**config.mk**
```make
export PLATFORM = sky130hd
export DESIGN_NAME = low_battery_shutdown_monitor_core_flat
export DESIGN_NICKNAME = d
export VERILOG_FILES = /design/src/rtl/lbsm_pkg.sv /design/src/rtl/lbsm_req_if.sv /design/src/rtl/lbsm_rsp_if.sv /design/src/rtl/lbsm_csr_if.sv /design/src/rtl/lbsm_blink_phase.sv /design/src/rtl/low_battery_shutdown_monitor_core.sv /design/src/flat_wrapper.sv
export SDC_FILE = /design/constraint.sdc
export NUM_CORES = 1
export LEC_CHECK = 0
export BUFFER_PORTS_ARGS = -buffer_cell sky130_fd_sc_hd__buf_2
export CORE_MARGIN = 4
export CORE_UTILIZATION = 60
export CTS_BUF_LIST = sky130_fd_sc_hd__clkbuf_8
export CTS_CLUSTER_DIAMETER = 120
export DETAILED_ROUTE_END_ITERATION = 6
export GPL_ROUTABILITY_DRIVEN = 0
export PLACE_DENSITY_LB_ADDON = 0.15
export SLEW_MARGIN = 10
export SYNTH_ARGS = -nofsm -noshare
export SYNTH_HDL_FRONTEND = slang
export SYNTH_SLANG_ARGS = --single-unit
```
**constraint.sdc**
```tcl
create_clock -name clock -period 8.3 [get_ports clock]
set_clock_uncertainty 0.1 [all_clocks]
set_input_delay 0.83 -clock clock [delete_from_list [all_inputs] [get_ports clock]]
set_output_delay 0.83 -clock clock [all_outputs]
set_load 0.005 [all_outputs]
```
**src/rtl/lbsm_pkg.sv**
```systemverilog
// Shared constants and register codes for the low battery shutdown monitor.
// Used by the channel interfaces, the blink phase divider and the top level.
// No dependencies.
`default_nettype none

package lbsm_pkg;

   // Field widths.
   localparam int PCT_W      = 7;
   localparam int TIME_W     = 32;
   localparam int DEBOUNCE_W = 16;
   localparam int SECONDS_W  = 8;

   // Configuration port widths.
   localparam int CSR_INDEX_W = 3;
   localparam int CSR_DATA_W  = 16;

   // Operation codes of an input transaction.
   localparam logic OP_UPDATE  = 1'b0;
   localparam logic OP_CONSUME = 1'b1;

   // Configuration register indexes.
   localparam logic [CSR_INDEX_W-1:0] REG_WARNING_PERCENT  = 3'd0;
   localparam logic [CSR_INDEX_W-1:0] REG_CRITICAL_PERCENT = 3'd1;
   localparam logic [CSR_INDEX_W-1:0] REG_RECOVERY_MARGIN  = 3'd2;
   localparam logic [CSR_INDEX_W-1:0] REG_CRITICAL_DEBOUNCE = 3'd3;
   localparam logic [CSR_INDEX_W-1:0] REG_COUNTDOWN_SECONDS = 3'd4;

   // Configuration reset values.
   localparam logic [PCT_W-1:0]      WARNING_PERCENT_RST  = 7'd15;
   localparam logic [PCT_W-1:0]      CRITICAL_PERCENT_RST = 7'd5;
   localparam logic [PCT_W-1:0]      RECOVERY_MARGIN_RST  = 7'd3;
   localparam logic [DEBOUNCE_W-1:0] CRITICAL_DEBOUNCE_RST = 16'd3000;
   localparam logic [SECONDS_W-1:0]  COUNTDOWN_SECONDS_RST = 8'd30;

   // Default blink half period in milliseconds.
   localparam int unsigned BLINK_HALF_PERIOD_MS_DEFAULT = 500;

   // A countdown length of up to 255 seconds is at most 255000 ms, which fits in 18 bits.
   localparam int CD_LIMIT_W = 18;

   // Reciprocal of 1000 scaled by 2^28. Exact floor division for any 18-bit value.
   localparam int               SEC_RECIP_W = 19;
   localparam int               SEC_SHIFT   = 28;
   localparam logic [SEC_RECIP_W-1:0] SEC_RECIP = 19'd268436;

endpackage

`default_nettype wire

```
**src/rtl/lbsm_req_if.sv**
```systemverilog
// Input channel interface: valid/ready handshake with one battery transaction.
// Depends on lbsm_pkg for field widths.
`default_nettype none

interface lbsm_req_if
   import lbsm_pkg::*;
   ();

   logic             valid;
   logic             ready;
   logic             opcode;
   logic [PCT_W-1:0] battery_percent;
   logic             charging;
   logic [TIME_W-1:0] now_ms;

   modport source (
      output valid, opcode, battery_percent, charging, now_ms,
      input  ready
   );

   modport sink (
      input  valid, opcode, battery_percent, charging, now_ms,
      output ready
   );

endinterface

`default_nettype wire

```
**src/rtl/lbsm_rsp_if.sv**
```systemverilog
// Result channel interface: valid/ready handshake with one monitor status transaction.
// Depends on lbsm_pkg for field widths.
`default_nettype none

interface lbsm_rsp_if
   import lbsm_pkg::*;
   ();

   logic                 valid;
   logic                 ready;
   logic                 blink_phase;
   logic                 warning_flag;
   logic                 countdown_running;
   logic [SECONDS_W-1:0] seconds_left;
   logic                 poweroff_request;
   logic                 poweroff_now;

   modport source (
      output valid, blink_phase, warning_flag, countdown_running, seconds_left,
             poweroff_request, poweroff_now,
      input  ready
   );

   modport sink (
      input  valid, blink_phase, warning_flag, countdown_running, seconds_left,
             poweroff_request, poweroff_now,
      output ready
   );

endinterface

`default_nettype wire

```
**src/rtl/lbsm_csr_if.sv**
```systemverilog
// Configuration write channel interface: valid/ready with register index and data.
// Depends on lbsm_pkg for field widths.
`default_nettype none

interface lbsm_csr_if
   import lbsm_pkg::*;
   ();

   logic                   valid;
   logic                   ready;
   logic [CSR_INDEX_W-1:0] index;
   logic [CSR_DATA_W-1:0]  data;

   modport source (
      output valid, index, data,
      input  ready
   );

   modport sink (
      input  valid, index, data,
      output ready
   );

endinterface

`default_nettype wire

```
**src/rtl/lbsm_blink_phase.sv**
```systemverilog
// Blink phase: parity of now_ms divided by the blink half period, by reciprocal multiply.
// The 32x33 product is split into two registered partial products. Depends on lbsm_pkg.
`default_nettype none

module lbsm_blink_phase
   import lbsm_pkg::*;
#(
   parameter int unsigned HALF_PERIOD_MS = BLINK_HALF_PERIOD_MS_DEFAULT
) (
   input  wire logic              clock,
   input  wire logic              load,
   input  wire logic [TIME_W-1:0] now_ms,
   output logic                   phase
);

   // Reciprocal floor(2^(32+L)/H)+1 gives an exact quotient for every 32-bit dividend.
   localparam int          SHIFT_L  = $clog2(HALF_PERIOD_MS);
   localparam logic [63:0] RECIP    = ((64'd1 << (32 + SHIFT_L)) / HALF_PERIOD_MS) + 64'd1;
   localparam int          LO_W     = 17;
   localparam int          HI_W     = 16;
   localparam int          PROD_W   = TIME_W + LO_W + HI_W;
   localparam logic [LO_W-1:0] RECIP_LO = RECIP[LO_W-1:0];
   localparam logic [HI_W-1:0] RECIP_HI = RECIP[LO_W+HI_W-1:LO_W];

   logic [TIME_W+LO_W-1:0] part_lo_ff;
   logic [TIME_W+HI_W-1:0] part_hi_ff;
   logic [PROD_W-1:0]      product;

   // Partial products are captured with the transaction.
   always_ff @(posedge clock) begin
      if (load) begin
         part_lo_ff <= {{LO_W{1'b0}}, now_ms} * {{TIME_W{1'b0}}, RECIP_LO};
         part_hi_ff <= {{HI_W{1'b0}}, now_ms} * {{TIME_W{1'b0}}, RECIP_HI};
      end
   end

   // Recombine the partials; the quotient's lowest bit sits at 32+L.
   assign product = {{HI_W{1'b0}}, part_lo_ff} + {part_hi_ff, {LO_W{1'b0}}};
   assign phase   = ~product[TIME_W + SHIFT_L];

endmodule

`default_nettype wire

```
**src/rtl/low_battery_shutdown_monitor_core.sv**
```systemverilog
// Top level of the low battery shutdown monitor: input stage, state update, result register.
// Depends on lbsm_pkg, the three channel interfaces and lbsm_blink_phase.
`default_nettype none

// Each transaction is first held in the input stage, where the blink divider forms
// its partial products, and then passes the state update, which writes the result
// register. A new transaction is accepted every cycle while the result side keeps
// taking results; a result that waits does not stop the input stage from holding one
// more transaction. Configuration writes are always ready and take effect at once,
// and should be made only while the monitor is idle.
module low_battery_shutdown_monitor_core
   import lbsm_pkg::*;
#(
   parameter int unsigned BLINK_HALF_PERIOD_MS = BLINK_HALF_PERIOD_MS_DEFAULT
) (
   input wire logic  clock,
   input wire logic  reset,
   lbsm_req_if.sink   req_bus,
   lbsm_rsp_if.source rsp_bus,
   lbsm_csr_if.sink   csr_bus
);

   // Configuration registers.
   logic [PCT_W-1:0]      warning_percent_ff;
   logic [PCT_W-1:0]      critical_percent_ff;
   logic [PCT_W-1:0]      recovery_margin_ff;
   logic [DEBOUNCE_W-1:0] critical_debounce_ff;
   logic [SECONDS_W-1:0]  countdown_seconds_ff;

   // Input stage.
   logic              s1_valid_ff;
   logic              s1_opcode_ff;
   logic [PCT_W-1:0]  s1_pct_ff;
   logic              s1_charging_ff;
   logic [TIME_W-1:0] s1_now_ff;
   logic              blink_phase;

   // Monitor state.
   logic                 blink_on_ff, blink_on_in;
   logic                 warning_on_ff, warning_on_in;
   logic                 countdown_on_ff, countdown_on_in;
   logic                 critical_pending_ff, critical_pending_in;
   logic [TIME_W-1:0]    critical_since_ff, critical_since_in;
   logic [TIME_W-1:0]    countdown_start_ff, countdown_start_in;
   logic [SECONDS_W-1:0] seconds_count_ff, seconds_count_in;
   logic                 poweroff_latched_ff, poweroff_latched_in;
   logic                 fire;

   // Result register.
   logic                 rsp_valid_ff, rsp_valid_in;
   logic                 out_blink_ff, out_warning_ff, out_countdown_ff;
   logic [SECONDS_W-1:0] out_seconds_ff;
   logic                 out_request_ff, out_now_ff;

   logic accept_in;
   logic advance;

   // Datapath helpers.
   logic [TIME_W-1:0]                elapsed_cd;
   logic [TIME_W-1:0]                elapsed_crit;
   logic [CD_LIMIT_W-1:0]            cd_limit;
   logic [CD_LIMIT_W+SEC_RECIP_W-1:0] sec_prod;
   logic [SECONDS_W-1:0]             elapsed_s;
   logic                             expired;
   logic                             debounced;
   logic [PCT_W:0]                   recover_level;
   logic                             recovered;
   logic                             in_warning_band;
   logic                             at_critical;

   // Handshake: the input stage moves on whenever the result register is free or drains.
   assign advance       = s1_valid_ff && (!rsp_valid_ff || rsp_bus.ready);
   assign req_bus.ready = !s1_valid_ff || advance;
   assign accept_in     = req_bus.valid && req_bus.ready;
   assign csr_bus.ready = 1'b1;
   assign rsp_valid_in  = advance ? 1'b1 : (rsp_bus.ready ? 1'b0 : rsp_valid_ff);

   // Configuration writes; unknown indexes are ignored.
   always_ff @(posedge clock) begin
      if (reset) begin
         warning_percent_ff   <= WARNING_PERCENT_RST;
         critical_percent_ff  <= CRITICAL_PERCENT_RST;
         recovery_margin_ff   <= RECOVERY_MARGIN_RST;
         critical_debounce_ff <= CRITICAL_DEBOUNCE_RST;
         countdown_seconds_ff <= COUNTDOWN_SECONDS_RST;
      end else if (csr_bus.valid) begin
         case (csr_bus.index)
            REG_WARNING_PERCENT:   warning_percent_ff   <= csr_bus.data[PCT_W-1:0];
            REG_CRITICAL_PERCENT:  critical_percent_ff  <= csr_bus.data[PCT_W-1:0];
            REG_RECOVERY_MARGIN:   recovery_margin_ff   <= csr_bus.data[PCT_W-1:0];
            REG_CRITICAL_DEBOUNCE: critical_debounce_ff <= csr_bus.data[DEBOUNCE_W-1:0];
            REG_COUNTDOWN_SECONDS: countdown_seconds_ff <= csr_bus.data[SECONDS_W-1:0];
            default: ;
         endcase
      end
   end

   // Input stage registers.
   always_ff @(posedge clock) begin
      if (reset) begin
         s1_valid_ff <= 1'b0;
      end else if (req_bus.ready) begin
         s1_valid_ff <= req_bus.valid;
      end
   end

   always_ff @(posedge clock) begin
      if (accept_in) begin
         s1_opcode_ff   <= req_bus.opcode;
         s1_pct_ff      <= req_bus.battery_percent;
         s1_charging_ff <= req_bus.charging;
         s1_now_ff      <= req_bus.now_ms;
      end
   end

   lbsm_blink_phase #(
      .HALF_PERIOD_MS (BLINK_HALF_PERIOD_MS)
   ) u_blink (
      .clock  (clock),
      .load   (accept_in),
      .now_ms (req_bus.now_ms),
      .phase  (blink_phase)
   );

   // Countdown timing: compare against the length in ms, divide by 1000 only in range.
   // The length in ms is seconds times 1024 - 32 + 8.
   assign elapsed_cd = s1_now_ff - countdown_start_ff;
   assign cd_limit   = {countdown_seconds_ff, 10'b0}
                     - {5'b0, countdown_seconds_ff, 5'b0}
                     + {7'b0, countdown_seconds_ff, 3'b0};
   assign expired    = elapsed_cd >= {{(TIME_W-CD_LIMIT_W){1'b0}}, cd_limit};
   assign sec_prod   = {{SEC_RECIP_W{1'b0}}, elapsed_cd[CD_LIMIT_W-1:0]}
                     * {{CD_LIMIT_W{1'b0}}, SEC_RECIP};
   assign elapsed_s  = sec_prod[SEC_SHIFT +: SECONDS_W];

   // Debounce and level checks.
   assign elapsed_crit    = s1_now_ff - critical_since_ff;
   assign debounced       = elapsed_crit >= {{(TIME_W-DEBOUNCE_W){1'b0}}, critical_debounce_ff};
   assign recover_level   = {1'b0, critical_percent_ff} + {1'b0, recovery_margin_ff};
   assign recovered       = {1'b0, s1_pct_ff} >= recover_level;
   assign at_critical     = s1_pct_ff <= critical_percent_ff;
   assign in_warning_band = (s1_pct_ff <= warning_percent_ff) && !at_critical;

   // Next state for the transaction in the input stage.
   always_comb begin
      logic finished;
      blink_on_in         = blink_on_ff;
      warning_on_in       = warning_on_ff;
      countdown_on_in     = countdown_on_ff;
      critical_pending_in = critical_pending_ff;
      critical_since_in   = critical_since_ff;
      countdown_start_in  = countdown_start_ff;
      seconds_count_in    = seconds_count_ff;
      poweroff_latched_in = poweroff_latched_ff;
      fire                = 1'b0;
      finished            = 1'b0;
      if (s1_opcode_ff == OP_UPDATE) begin
         blink_on_in = blink_phase;
         if (s1_charging_ff) begin
            warning_on_in       = 1'b0;
            countdown_on_in     = 1'b0;
            critical_pending_in = 1'b0;
         end else begin
            // A running countdown either cancels on recovery or keeps counting.
            if (countdown_on_ff) begin
               if (recovered) begin
                  countdown_on_in     = 1'b0;
                  critical_pending_in = 1'b0;
               end else begin
                  finished = 1'b1;
                  if (expired) begin
                     seconds_count_in    = '0;
                     poweroff_latched_in = 1'b1;
                  end else begin
                     seconds_count_in = countdown_seconds_ff - elapsed_s;
                  end
               end
            end
            // Warning band and critical debounce, also right after a cancel.
            if (!finished) begin
               warning_on_in = in_warning_band;
               if (at_critical) begin
                  if (!critical_pending_in) begin
                     critical_pending_in = 1'b1;
                     critical_since_in   = s1_now_ff;
                  end else if (debounced) begin
                     countdown_on_in     = 1'b1;
                     countdown_start_in  = s1_now_ff;
                     seconds_count_in    = countdown_seconds_ff;
                     warning_on_in       = 1'b0;
                     critical_pending_in = 1'b0;
                  end
               end else begin
                  critical_pending_in = 1'b0;
               end
            end
         end
      end else begin
         fire                = poweroff_latched_ff;
         poweroff_latched_in = 1'b0;
      end
   end

   // State registers update as the transaction leaves the input stage.
   always_ff @(posedge clock) begin
      if (reset) begin
         blink_on_ff         <= 1'b0;
         warning_on_ff       <= 1'b0;
         countdown_on_ff     <= 1'b0;
         critical_pending_ff <= 1'b0;
         critical_since_ff   <= '0;
         countdown_start_ff  <= '0;
         seconds_count_ff    <= '0;
         poweroff_latched_ff <= 1'b0;
      end else if (advance) begin
         blink_on_ff         <= blink_on_in;
         warning_on_ff       <= warning_on_in;
         countdown_on_ff     <= countdown_on_in;
         critical_pending_ff <= critical_pending_in;
         critical_since_ff   <= critical_since_in;
         countdown_start_ff  <= countdown_start_in;
         seconds_count_ff    <= seconds_count_in;
         poweroff_latched_ff <= poweroff_latched_in;
      end
   end

   // Result register.
   always_ff @(posedge clock) begin
      if (reset) begin
         rsp_valid_ff <= 1'b0;
      end else begin
         rsp_valid_ff <= rsp_valid_in;
      end
   end

   always_ff @(posedge clock) begin
      if (advance) begin
         out_blink_ff     <= blink_on_in;
         out_warning_ff   <= warning_on_in;
         out_countdown_ff <= countdown_on_in;
         out_seconds_ff   <= seconds_count_in;
         out_request_ff   <= poweroff_latched_ff;
         out_now_ff       <= fire;
      end
   end

   assign rsp_bus.valid             = rsp_valid_ff;
   assign rsp_bus.blink_phase       = out_blink_ff;
   assign rsp_bus.warning_flag      = out_warning_ff;
   assign rsp_bus.countdown_running = out_countdown_ff;
   assign rsp_bus.seconds_left      = out_seconds_ff;
   assign rsp_bus.poweroff_request  = out_request_ff;
   assign rsp_bus.poweroff_now      = out_now_ff;

endmodule

`default_nettype wire

```
**src/flat_wrapper.sv**
```systemverilog
// flat-port wrapper written by rule: the top's interface ports become plain ports
module low_battery_shutdown_monitor_core_flat import lbsm_pkg::*;
#(
   parameter int unsigned BLINK_HALF_PERIOD_MS = BLINK_HALF_PERIOD_MS_DEFAULT
)
  (clock, reset, req_bus_valid, req_bus_opcode, req_bus_battery_percent, req_bus_charging, req_bus_now_ms, req_bus_ready, rsp_bus_valid, rsp_bus_blink_phase, rsp_bus_warning_flag, rsp_bus_countdown_running, rsp_bus_seconds_left, rsp_bus_poweroff_request, rsp_bus_poweroff_now, rsp_bus_ready, csr_bus_valid, csr_bus_index, csr_bus_data, csr_bus_ready);
  lbsm_req_if req_bus_i ();
  lbsm_rsp_if rsp_bus_i ();
  lbsm_csr_if csr_bus_i ();
  input wire logic clock;
  input wire logic reset;
  input wire logic [$bits(req_bus_i.valid)-1:0] req_bus_valid;
  input wire logic [$bits(req_bus_i.opcode)-1:0] req_bus_opcode;
  input wire logic [$bits(req_bus_i.battery_percent)-1:0] req_bus_battery_percent;
  input wire logic [$bits(req_bus_i.charging)-1:0] req_bus_charging;
  input wire logic [$bits(req_bus_i.now_ms)-1:0] req_bus_now_ms;
  output wire logic [$bits(req_bus_i.ready)-1:0] req_bus_ready;
  output wire logic [$bits(rsp_bus_i.valid)-1:0] rsp_bus_valid;
  output wire logic [$bits(rsp_bus_i.blink_phase)-1:0] rsp_bus_blink_phase;
  output wire logic [$bits(rsp_bus_i.warning_flag)-1:0] rsp_bus_warning_flag;
  output wire logic [$bits(rsp_bus_i.countdown_running)-1:0] rsp_bus_countdown_running;
  output wire logic [$bits(rsp_bus_i.seconds_left)-1:0] rsp_bus_seconds_left;
  output wire logic [$bits(rsp_bus_i.poweroff_request)-1:0] rsp_bus_poweroff_request;
  output wire logic [$bits(rsp_bus_i.poweroff_now)-1:0] rsp_bus_poweroff_now;
  input wire logic [$bits(rsp_bus_i.ready)-1:0] rsp_bus_ready;
  input wire logic [$bits(csr_bus_i.valid)-1:0] csr_bus_valid;
  input wire logic [$bits(csr_bus_i.index)-1:0] csr_bus_index;
  input wire logic [$bits(csr_bus_i.data)-1:0] csr_bus_data;
  output wire logic [$bits(csr_bus_i.ready)-1:0] csr_bus_ready;
  assign req_bus_i.valid = req_bus_valid;
  assign req_bus_i.opcode = req_bus_opcode;
  assign req_bus_i.battery_percent = req_bus_battery_percent;
  assign req_bus_i.charging = req_bus_charging;
  assign req_bus_i.now_ms = req_bus_now_ms;
  assign req_bus_ready = req_bus_i.ready;
  assign rsp_bus_valid = rsp_bus_i.valid;
  assign rsp_bus_blink_phase = rsp_bus_i.blink_phase;
  assign rsp_bus_warning_flag = rsp_bus_i.warning_flag;
  assign rsp_bus_countdown_running = rsp_bus_i.countdown_running;
  assign rsp_bus_seconds_left = rsp_bus_i.seconds_left;
  assign rsp_bus_poweroff_request = rsp_bus_i.poweroff_request;
  assign rsp_bus_poweroff_now = rsp_bus_i.poweroff_now;
  assign rsp_bus_i.ready = rsp_bus_ready;
  assign csr_bus_i.valid = csr_bus_valid;
  assign csr_bus_i.index = csr_bus_index;
  assign csr_bus_i.data = csr_bus_data;
  assign csr_bus_ready = csr_bus_i.ready;
  low_battery_shutdown_monitor_core #(.BLINK_HALF_PERIOD_MS(BLINK_HALF_PERIOD_MS)) u_core (.clock(clock), .reset(reset), .req_bus(req_bus_i), .rsp_bus(rsp_bus_i), .csr_bus(csr_bus_i));
endmodule
```
==> metrics.md, run 1 <==
| Metric | Value |
|---|---|
| Routed via count | `21400` |
| Status | `completed` |
| Placed cell count | `3583` |
| Clock Tree Root | `sky130_fd_sc_hd__clkbuf_8` |
| Largest net degree at the start of global routing | `102` |
| First-pass GRT wire length | `111000 µm` |
| Unique cell type count in the Yosys netlist | `91` |
| Gate count of the mapped netlist | `2946` |
| Yosys reg bits | `223` |
| TritonCTS sink count | `223` |
| Stages on worst setup path | `40` |
| Combinational family with the most area after synthesis | `adder cells` |
| Peak VDD IR | `0.000473 V` |
| Footprint of the multi-input gates | `20000 µm²` |
| Adder-cell area share of the yosys netlist | `0.419` |
| Initial Utilization | `0.613` |
| EDFF count, synth | `99` |
| Commonest non-fill, non-tap cell in the layout | `sky130_fd_sc_hd__inv_1` |
| Router iterations before antenna repair | `6` |
| Cell family with most CP delay | `adder cells` |
| Final Hold Violating Endpoints | `0` |
| Post-DR vias/cell | `5.81` |
| Worst reg-to-reg path cell count | `40` |
| Class of the worst hold path | `in2reg` |
| Share of flip-flops with an asynchronous set or reset after synthesis | `0` |
| Maximum frequency from static timing analysis | `0.124 GHz` |
| Mapped cell area | `27300 µm²` |
| ANT nets after route | `0` |
| Sequential share of the synthesized area | `0.199` |
| Post-detailed-route DRC marker count | `0` |
| Non-filler instance count after layout | `3677` |
| Initial DRC Count | `1335` |
| Vias in the first global route | `21900` |
| Layout cells sized above 1 | `0.0940` |
| Dominant synthesized flop cell | `sky130_fd_sc_hd__dfxtp_1` |
| Actual slew at the worst max-slew pin | `1.12 ns` |
| Syn. warnings | `0` |
| Required time of the critical path | `8.64 ns` |
| Critical path buffer and inverter count | `8` |
| Number of fill cells in the layout | `3598` |
| Height of the chip | `221 µm` |
| Total negative slack for setup checks | `0 ns` |
| Synthesized-area fraction occupied by ao, oa, aoi and oai cells | `0.139` |
| Floorplan core area | `44600 µm²` |
| Sort of element at the start of the critical path | `register` |
| Reg2Reg Capture Point | `u_core.rsp_bus.seconds_left[6]` |
| Row count | `77` |
| Register cell area after layout | `5460 µm²` |
| Clock edge transition at the registers on the reported setup and hold paths | `0.07 ns` |
| Number of I/O pins | `81` |
| Leakage dissipation | `13.9 nW` |
| CP Capture Type | `register` |
| Worst Setup SP | `u_core.s1_now_ff[0]` |
| Number of buffers added by the clock tree synthesis step | `41` |
| Share of the cycle needed by the critical path after routing | `0.970` |
| Fin crit period | `8.05 ns` |
| GR Overflow Total | `0` |
| Simple-gate share of the synthesized area | `0.106` |
| Final Net Count | `3883` |
| Setup slack of the most critical reg-to-reg path | `0.25 ns` |
| Die Outline Area | `49100 µm²` |
| Most frequent cells in the layout | `sky130_fd_sc_hd__inv_1, sky130_fd_sc_hd__ha_1, sky130_fd_sc_hd__fa_1` |
| Clock Path Buffers | `3` |
| Wire length per cell after detailed routing | `18.5 µm` |
| Insertion delay of the later-clocked pin in the worst-skew pair | `0.62 ns` |
| Horizontal die dimension | `221 µm` |
| Synth-to-Final Area Change | `9.33%` |
| Slowest stage cell on the critical path | `sky130_fd_sc_hd__fa_1` |
| Normalized max-slew margin | `0.252` |
| Total nets after synthesis | `3777` |
| Initial antenna violation count | `0` |
| TritonCTS clock tree | `built` |
| Placed wire-length estimate | `54500 µm` |
| Depth of the CTS H-tree | `2` |
| Final Max Tran Viols | `0` |
| XOR/XNOR Fraction of Synth Area | `0.0416` |
| Mux cell area share after synthesis | `0.00833` |
| Setup Crit Path Kind | `reg2reg` |
| Input/output buffers | `79` |
| Arrival time at the worst endpoint | `8.40 ns` |
| Startpoint of the worst-slack reg-to-reg timing path | `u_core.s1_now_ff[0]` |
| Max-cap violations | `0` |
| Total length of routed wires | `68000 µm` |
| Maximum fanout along the worst path | `4` |
| Final setup vio count | `0` |
| Total global-route track usage | `0.273` |
| Power density normalized to cell area | `315 nW/µm²` |
| Average footprint of a synthesized cell | `9.28 µm²` |
| Worst setup endpoint | `u_core.rsp_bus.seconds_left[6]` |
| Crit path largest cell delay | `0.55 ns` |
report_power, final:
part           leakage [nW]  internal (W)  switching, W  total (W)
logic                  11.4       0.00297       0.00372    0.00670
registers              1.97       0.00152     0.0000751    0.00160
clock network         0.490      0.000636      0.000495    0.00113
stage by stage:
| stage | area (µm²) | hold WS, ns | power, W | utilization | worst slack (ns) |
|---|---|---|---|---|---|
| floorplan | 27300 | 0.323 | 0.00634 | - | 0.263 |
| global placement | 28500 | 0.342 | 0.00771 | 0.639 | 0.0405 |
| detailed placement | 28500 | 0.340 | 0.00793 | 0.639 | -0.162 |
| CTS | 29400 | 0.233 | 0.00916 | 0.660 | 0.0171 |
| global route | 29900 | 0.259 | 0.0104 | 0.670 | -0.153 |
| finish | 29900 | 0.283 | 0.00943 | 0.670 | 0.249 |
worst register-to-register path: cells and delay by family (launching register included):
| family | cells | cell delay (ns) |
|---|---|---|
| AOI/OAI and AO/OA | 11 | 1.50 |
| xor gates and xnor gates | 3 | 0.60 |
| adders and majority gates | 10 | 3.34 |
| buffers and inverters | 8 | 0.77 |
| DFF | 1 | 0.37 |
| and+or+nand+nor | 8 | 1.27 |
per-layer routing:
layer | GRT usage | routed length (µm)
met5 | 0 | 0
met2 | 0.489 | 33900
met3 | 0.0305 | 3080
met1 | 0.346 | 28700
met4 | 0.0900 | 2400
cells in the mapped netlist (14+ instances only):
library cell	number	area (µm²)
sky130_fd_sc_hd__nand3b_1	16	120
sky130_fd_sc_hd__or3_1	18	113
sky130_fd_sc_hd__nor2b_1	24	150
sky130_fd_sc_hd__o21bai_1	15	113
sky130_fd_sc_hd__nand3_1	105	526
sky130_fd_sc_hd__a21o_1	43	323
sky130_fd_sc_hd__dfxtp_1	124	2480
sky130_fd_sc_hd__edfxtp_1	99	2970
sky130_fd_sc_hd__a21oi_1	211	1060
sky130_fd_sc_hd__clkbuf_1	45	169
sky130_fd_sc_hd__buf_2	20	100
sky130_fd_sc_hd__o21a_1	35	263
sky130_fd_sc_hd__xnor2_1	86	753
sky130_fd_sc_hd__o21ai_0	141	706
sky130_fd_sc_hd__fa_1	251	5020
sky130_fd_sc_hd__inv_1	537	2020
sky130_fd_sc_hd__nor2_1	112	420
sky130_fd_sc_hd__nand2_1	170	638
sky130_fd_sc_hd__nand4_1	22	138
sky130_fd_sc_hd__nand2b_1	27	169
sky130_fd_sc_hd__mux2i_1	19	190
sky130_fd_sc_hd__and2_1	14	87.6
sky130_fd_sc_hd__nor3_1	27	135
sky130_fd_sc_hd__ha_1	515	6440
sky130_fd_sc_hd__xor2_1	44	385
cells by family (layout without fill, tap and decap cells):
logic type / Yosys count / count (layout)
AO/OA/AOI/OAI: 605 / 605
other: 1 / 2
XOR/XNOR: 130 / 130
multiplexers: 22 / 22
flip-flops: 223 / 223
buffers and inverters: 611 / 749
adder cells (fa/ha/maj): 766 / 766
AND/OR/NAND/NOR: 588 / 588
cell type report:
cell class	instances	share of cell area
repair buffers	137	0.0279
diodes	1	0.0000837
inverters	537	0.0674
flip-flops and latches	223	0.182
well taps	592	0.0248
clock inverters	26	0.00699
clock buffers	49	0.0226
multi-input cells	2112	0.668
how the worst min path moves through the flow:
stage | start | end | slack (ns) | cells past startpoint
after global placement | u_core.critical_since_ff[24] | u_core.critical_since_ff[24] | 0.34 | 2
after detailed placement | u_core.poweroff_latched_ff | u_core.rsp_bus.poweroff_request | 0.34 | 0
after floorplan | u_core.poweroff_latched_ff | u_core.rsp_bus.poweroff_request | 0.32 | 0
after global routing | req_bus_battery_percent[5] | u_core.s1_pct_ff[5] | 0.26 | 1
after CTS | req_bus_battery_percent[0] | u_core.s1_pct_ff[0] | 0.23 | 1
final | req_bus_battery_percent[0] | u_core.s1_pct_ff[0] | 0.28 | 1
registers in the layout, indices dropped and copies added (netlist names), 7 cells and up:
register	cells
u_core.critical_percent_ff	7
u_core.critical_debounce_ff	16
u_core.countdown_seconds_ff	8
u_core.warning_percent_ff	7
u_core.rsp_bus.seconds_left	8
u_core.u_blink.part_lo_ff	24
u_core.s1_now_ff	32
u_core.s1_pct_ff	7
u_core.countdown_start_ff	32
u_core.u_blink.part_hi_ff	21
u_core.critical_since_ff	32
u_core.seconds_count_ff	8
u_core.recovery_margin_ff	7
timing repair:
action / in CTS / in global routing
endpoints found under the setup margin: 3 / 11
hold endpoints to repair: 0 / 0
hold buffers: 0 / 0
setup buffers: 3 / 15
resized for setup: 5 / 62
pin swaps: 5 / 33
Power figures use the tool's default switching activity.
==> run 2, diff against run 1 <==
--- a/config.mk
+++ b/config.mk
@@ -13,6 +13,7 @@
 export DETAILED_ROUTE_END_ITERATION = 6
 export GPL_ROUTABILITY_DRIVEN = 0
 export PLACE_DENSITY_LB_ADDON = 0.15
+export REMOVE_ABC_BUFFERS = 1
 export SLEW_MARGIN = 10
 export SYNTH_ARGS = -nofsm -noshare
 export SYNTH_HDL_FRONTEND = slang
==> run 2 against run 1 <==
Net effect:
- cell count up 0.30%
- register-to-register slack about the same
- maximum frequency down 0.14%
- sequential power about the same
- critical endpoint is now u_core.rsp_bus.seconds_left[5]
==> metrics.md, run 2 (synthesized netlist as in run 1, its figures left out) <==
| Metric | Value |
|---|---|
| Status | `completed` |
| RSZ-0062 raised after global routing | `true` |
| Horizontal die dimension | `221 µm` |
| Slowest stage cell on the critical path | `sky130_fd_sc_hd__fa_1` |
| Clock edge transition at the registers on the reported setup and hold paths | `0.06 ns` |
| Final setup vio count | `0` |
| Cell area reported after detailed placement | `28500 µm²` |
| Share of power burned in the clock network | `0.131` |
| First-pass GRT wire length | `112000 µm` |
| Post-DR vias/cell | `5.82` |
| Post-detailed-route DRC marker count | `0` |
| Layout cells sized above 1 | `0.0979` |
| Router iterations before antenna repair | `6` |
| Final Util | `0.674` |
| Total global-route track usage | `0.276` |
| Total length of routed wires | `68700 µm` |
| Hold WS | `0.297 ns` |
| Initial Utilization | `0.613` |
| CP Capture Type | `register` |
| Floorplan core area | `44600 µm²` |
| Wire length per cell after detailed routing | `18.6 µm` |
| Die Outline Area | `49100 µm²` |
| Most used cell along the critical path | `sky130_fd_sc_hd__inv_1` |
| Setup slack of the most critical reg-to-reg path | `0.24 ns` |
| Final Max Tran Viols | `0` |
| TritonCTS clock tree | `built` |
| Internal power | `0.00529 W` |
| Reg power frac | `0.165` |
| Global routing's busiest layer | `met2` |
| Net switching power | `0.00437 W` |
| Maximum fanout along the worst path | `4` |
| Final Hold Violating Endpoints | `0` |
| Startpoint of the worst-slack reg-to-reg timing path | `u_core.s1_now_ff[0]` |
| Number of I/O pins | `81` |
| Met3 Usage GRT | `0.0327` |
| ANT nets after route | `0` |
| Placed wire-length estimate | `54600 µm` |
| Actual slew at the worst max-slew pin | `1.13 ns` |
| Count of hold-fix buffers inserted at cts | `0` |
| Input/output buffers | `79` |
| Met1 track utilization from global routing | `0.350` |
| Peak VDD IR | `0.000499 V` |
| Worst setup endpoint | `u_core.rsp_bus.seconds_left[5]` |
| Worst Setup SP | `u_core.s1_now_ff[0]` |
| Vias in the first global route | `22100` |
| Number of buffers added by the clock tree synthesis step | `43` |
| Least setup slack across all paths after layout | `0.237 ns` |
| Crit path largest cell delay | `0.54 ns` |
| Largest net degree at the start of global routing | `78` |
| Most frequent cells in the layout | `sky130_fd_sc_hd__inv_1, sky130_fd_sc_hd__ha_1, sky130_fd_sc_hd__fa_1` |
| Reg2Reg Capture Point | `u_core.rsp_bus.seconds_left[5]` |
| Fin crit period | `8.06 ns` |
| Share of total power in combinational logic | `0.704` |
| Commonest non-fill, non-tap cell in the layout | `sky130_fd_sc_hd__inv_1` |
| Leakage dissipation | `14.0 nW` |
| Worst-case setup slack after placement | `-0.181 ns` |
| Switching power as a share of total power | `0.452` |
| Class of the worst hold path | `in2reg` |
| Max-cap violations | `0` |
| TritonCTS sink count | `223` |
| Height of the chip | `221 µm` |
| Sort of element at the start of the critical path | `register` |
| Initial DRC Count | `1333` |
| Arrival time at the worst endpoint | `8.41 ns` |
| Routed via count | `21500` |
| Insertion delay of the later-clocked pin in the worst-skew pair | `0.61 ns` |
| Normalized max-slew margin | `0.248` |
| Setup Crit Path Kind | `reg2reg` |
| Total non-filler cell area in the finished layout | `30100 µm²` |
| Final Net Count | `3892` |
| Clock Tree Root | `sky130_fd_sc_hd__clkbuf_8` |
| Clock Path Buffers | `3` |
| Required time of the critical path | `8.65 ns` |
| Worst reg-to-reg path cell count | `41` |
| GR Overflow Total | `0` |
| Row count | `77` |
| Depth of the CTS H-tree | `2` |
| Maximum frequency from static timing analysis | `0.124 GHz` |
| Share of the cycle needed by the critical path after routing | `0.971` |
| Largest regs | `u_core.countdown_start_ff (32), u_core.critical_since_ff (32), u_core.s1_now_ff (32)` |
| Antenna diode instance count | `0` |
| Power density normalized to cell area | `321 nW/µm²` |
| Initial antenna violation count | `0` |
| Met2 demand-to-capacity share in global routing | `0.484` |
| Synth-to-Final Area Change | `9.89%` |
run 2: cell types whose count changed in the layout (fill, tap and decap cells not counted), sizes merged:
cell / previous run / this run
inv: 550 / 552
clkinv: 9 / 7
diode: 1 / 0
clkinvlp: 1 / 2
clkbuf: 49 / 50
bufinv: 3 / 6
buf: 137 / 144
run 2: timing repair:
action,4_1_cts,5_1_grt
buffers inserted,4,23
gates resized for setup,6,62
pin swaps,3,34
endpoints found under the setup margin,3,10
run 2: how the worst min path moves through the flow:
stage	startpoint	to	slack (ns)	cells after the start
after detailed placement	u_core.critical_since_ff[15]	u_core.critical_since_ff[15]	0.35	2
after global routing	req_bus_battery_percent[3]	u_core.s1_pct_ff[3]	0.26	1
final	req_bus_battery_percent[6]	u_core.s1_pct_ff[6]	0.30	1
after floorplan	u_core.poweroff_latched_ff	u_core.rsp_bus.poweroff_request	0.32	0
after global placement	u_core.poweroff_latched_ff	u_core.rsp_bus.poweroff_request	0.33	0
after CTS	req_bus_battery_percent[6]	u_core.s1_pct_ff[6]	0.25	1
run 2: layout make-up:
cell class	count	area (µm²)
multi-input combinational	2112	20000
fill	3605	14600
sequential	223	5460
inverter	537	2020
timing repair buffer	144	910
tap	592	741
clock buffer	50	688
clock inverter	30	289
run 2: critical path, delay by kind of cell, from the launching register on:
family | cells | cell delay (ns)
fa+ha+maj | 9 | 3.08
compound gates | 12 | 1.79
simple gates | 10 | 1.45
xor+xnor | 3 | 0.45
buf+inv | 6 | 0.43
flops | 1 | 0.34
mux | 1 | 0.29
run 2: power groups by stage:
stage	combinational, W	sequential, W	clock [W]
final	0.00680	0.00160	0.00126
after global routing	0.00775	0.00161	0.00134
after CTS	0.00649	0.00160	0.00129
after detailed placement	0.00639	0.00162	0
after global placement	0.00612	0.00161	0
after floorplan	0.00474	0.00158	0
run 2: per-stage QoR:
step	setup TNS (ns)	power, W	instances
after global placement	0	0.00773	3581
after CTS	0	0.00937	3665
after floorplan	0	0.00632	2872
after global routing	-0.696	0.0107	3688
final	0	0.00966	3688
after detailed placement	-0.336	0.00800	3581
run 2: metal layers:
layer,vias to the layer above,share of wire
met2,587,0.50
met3,168,0.043
met1,10400,0.42
met5,-,0
met4,0,0.040
li1,10300,-
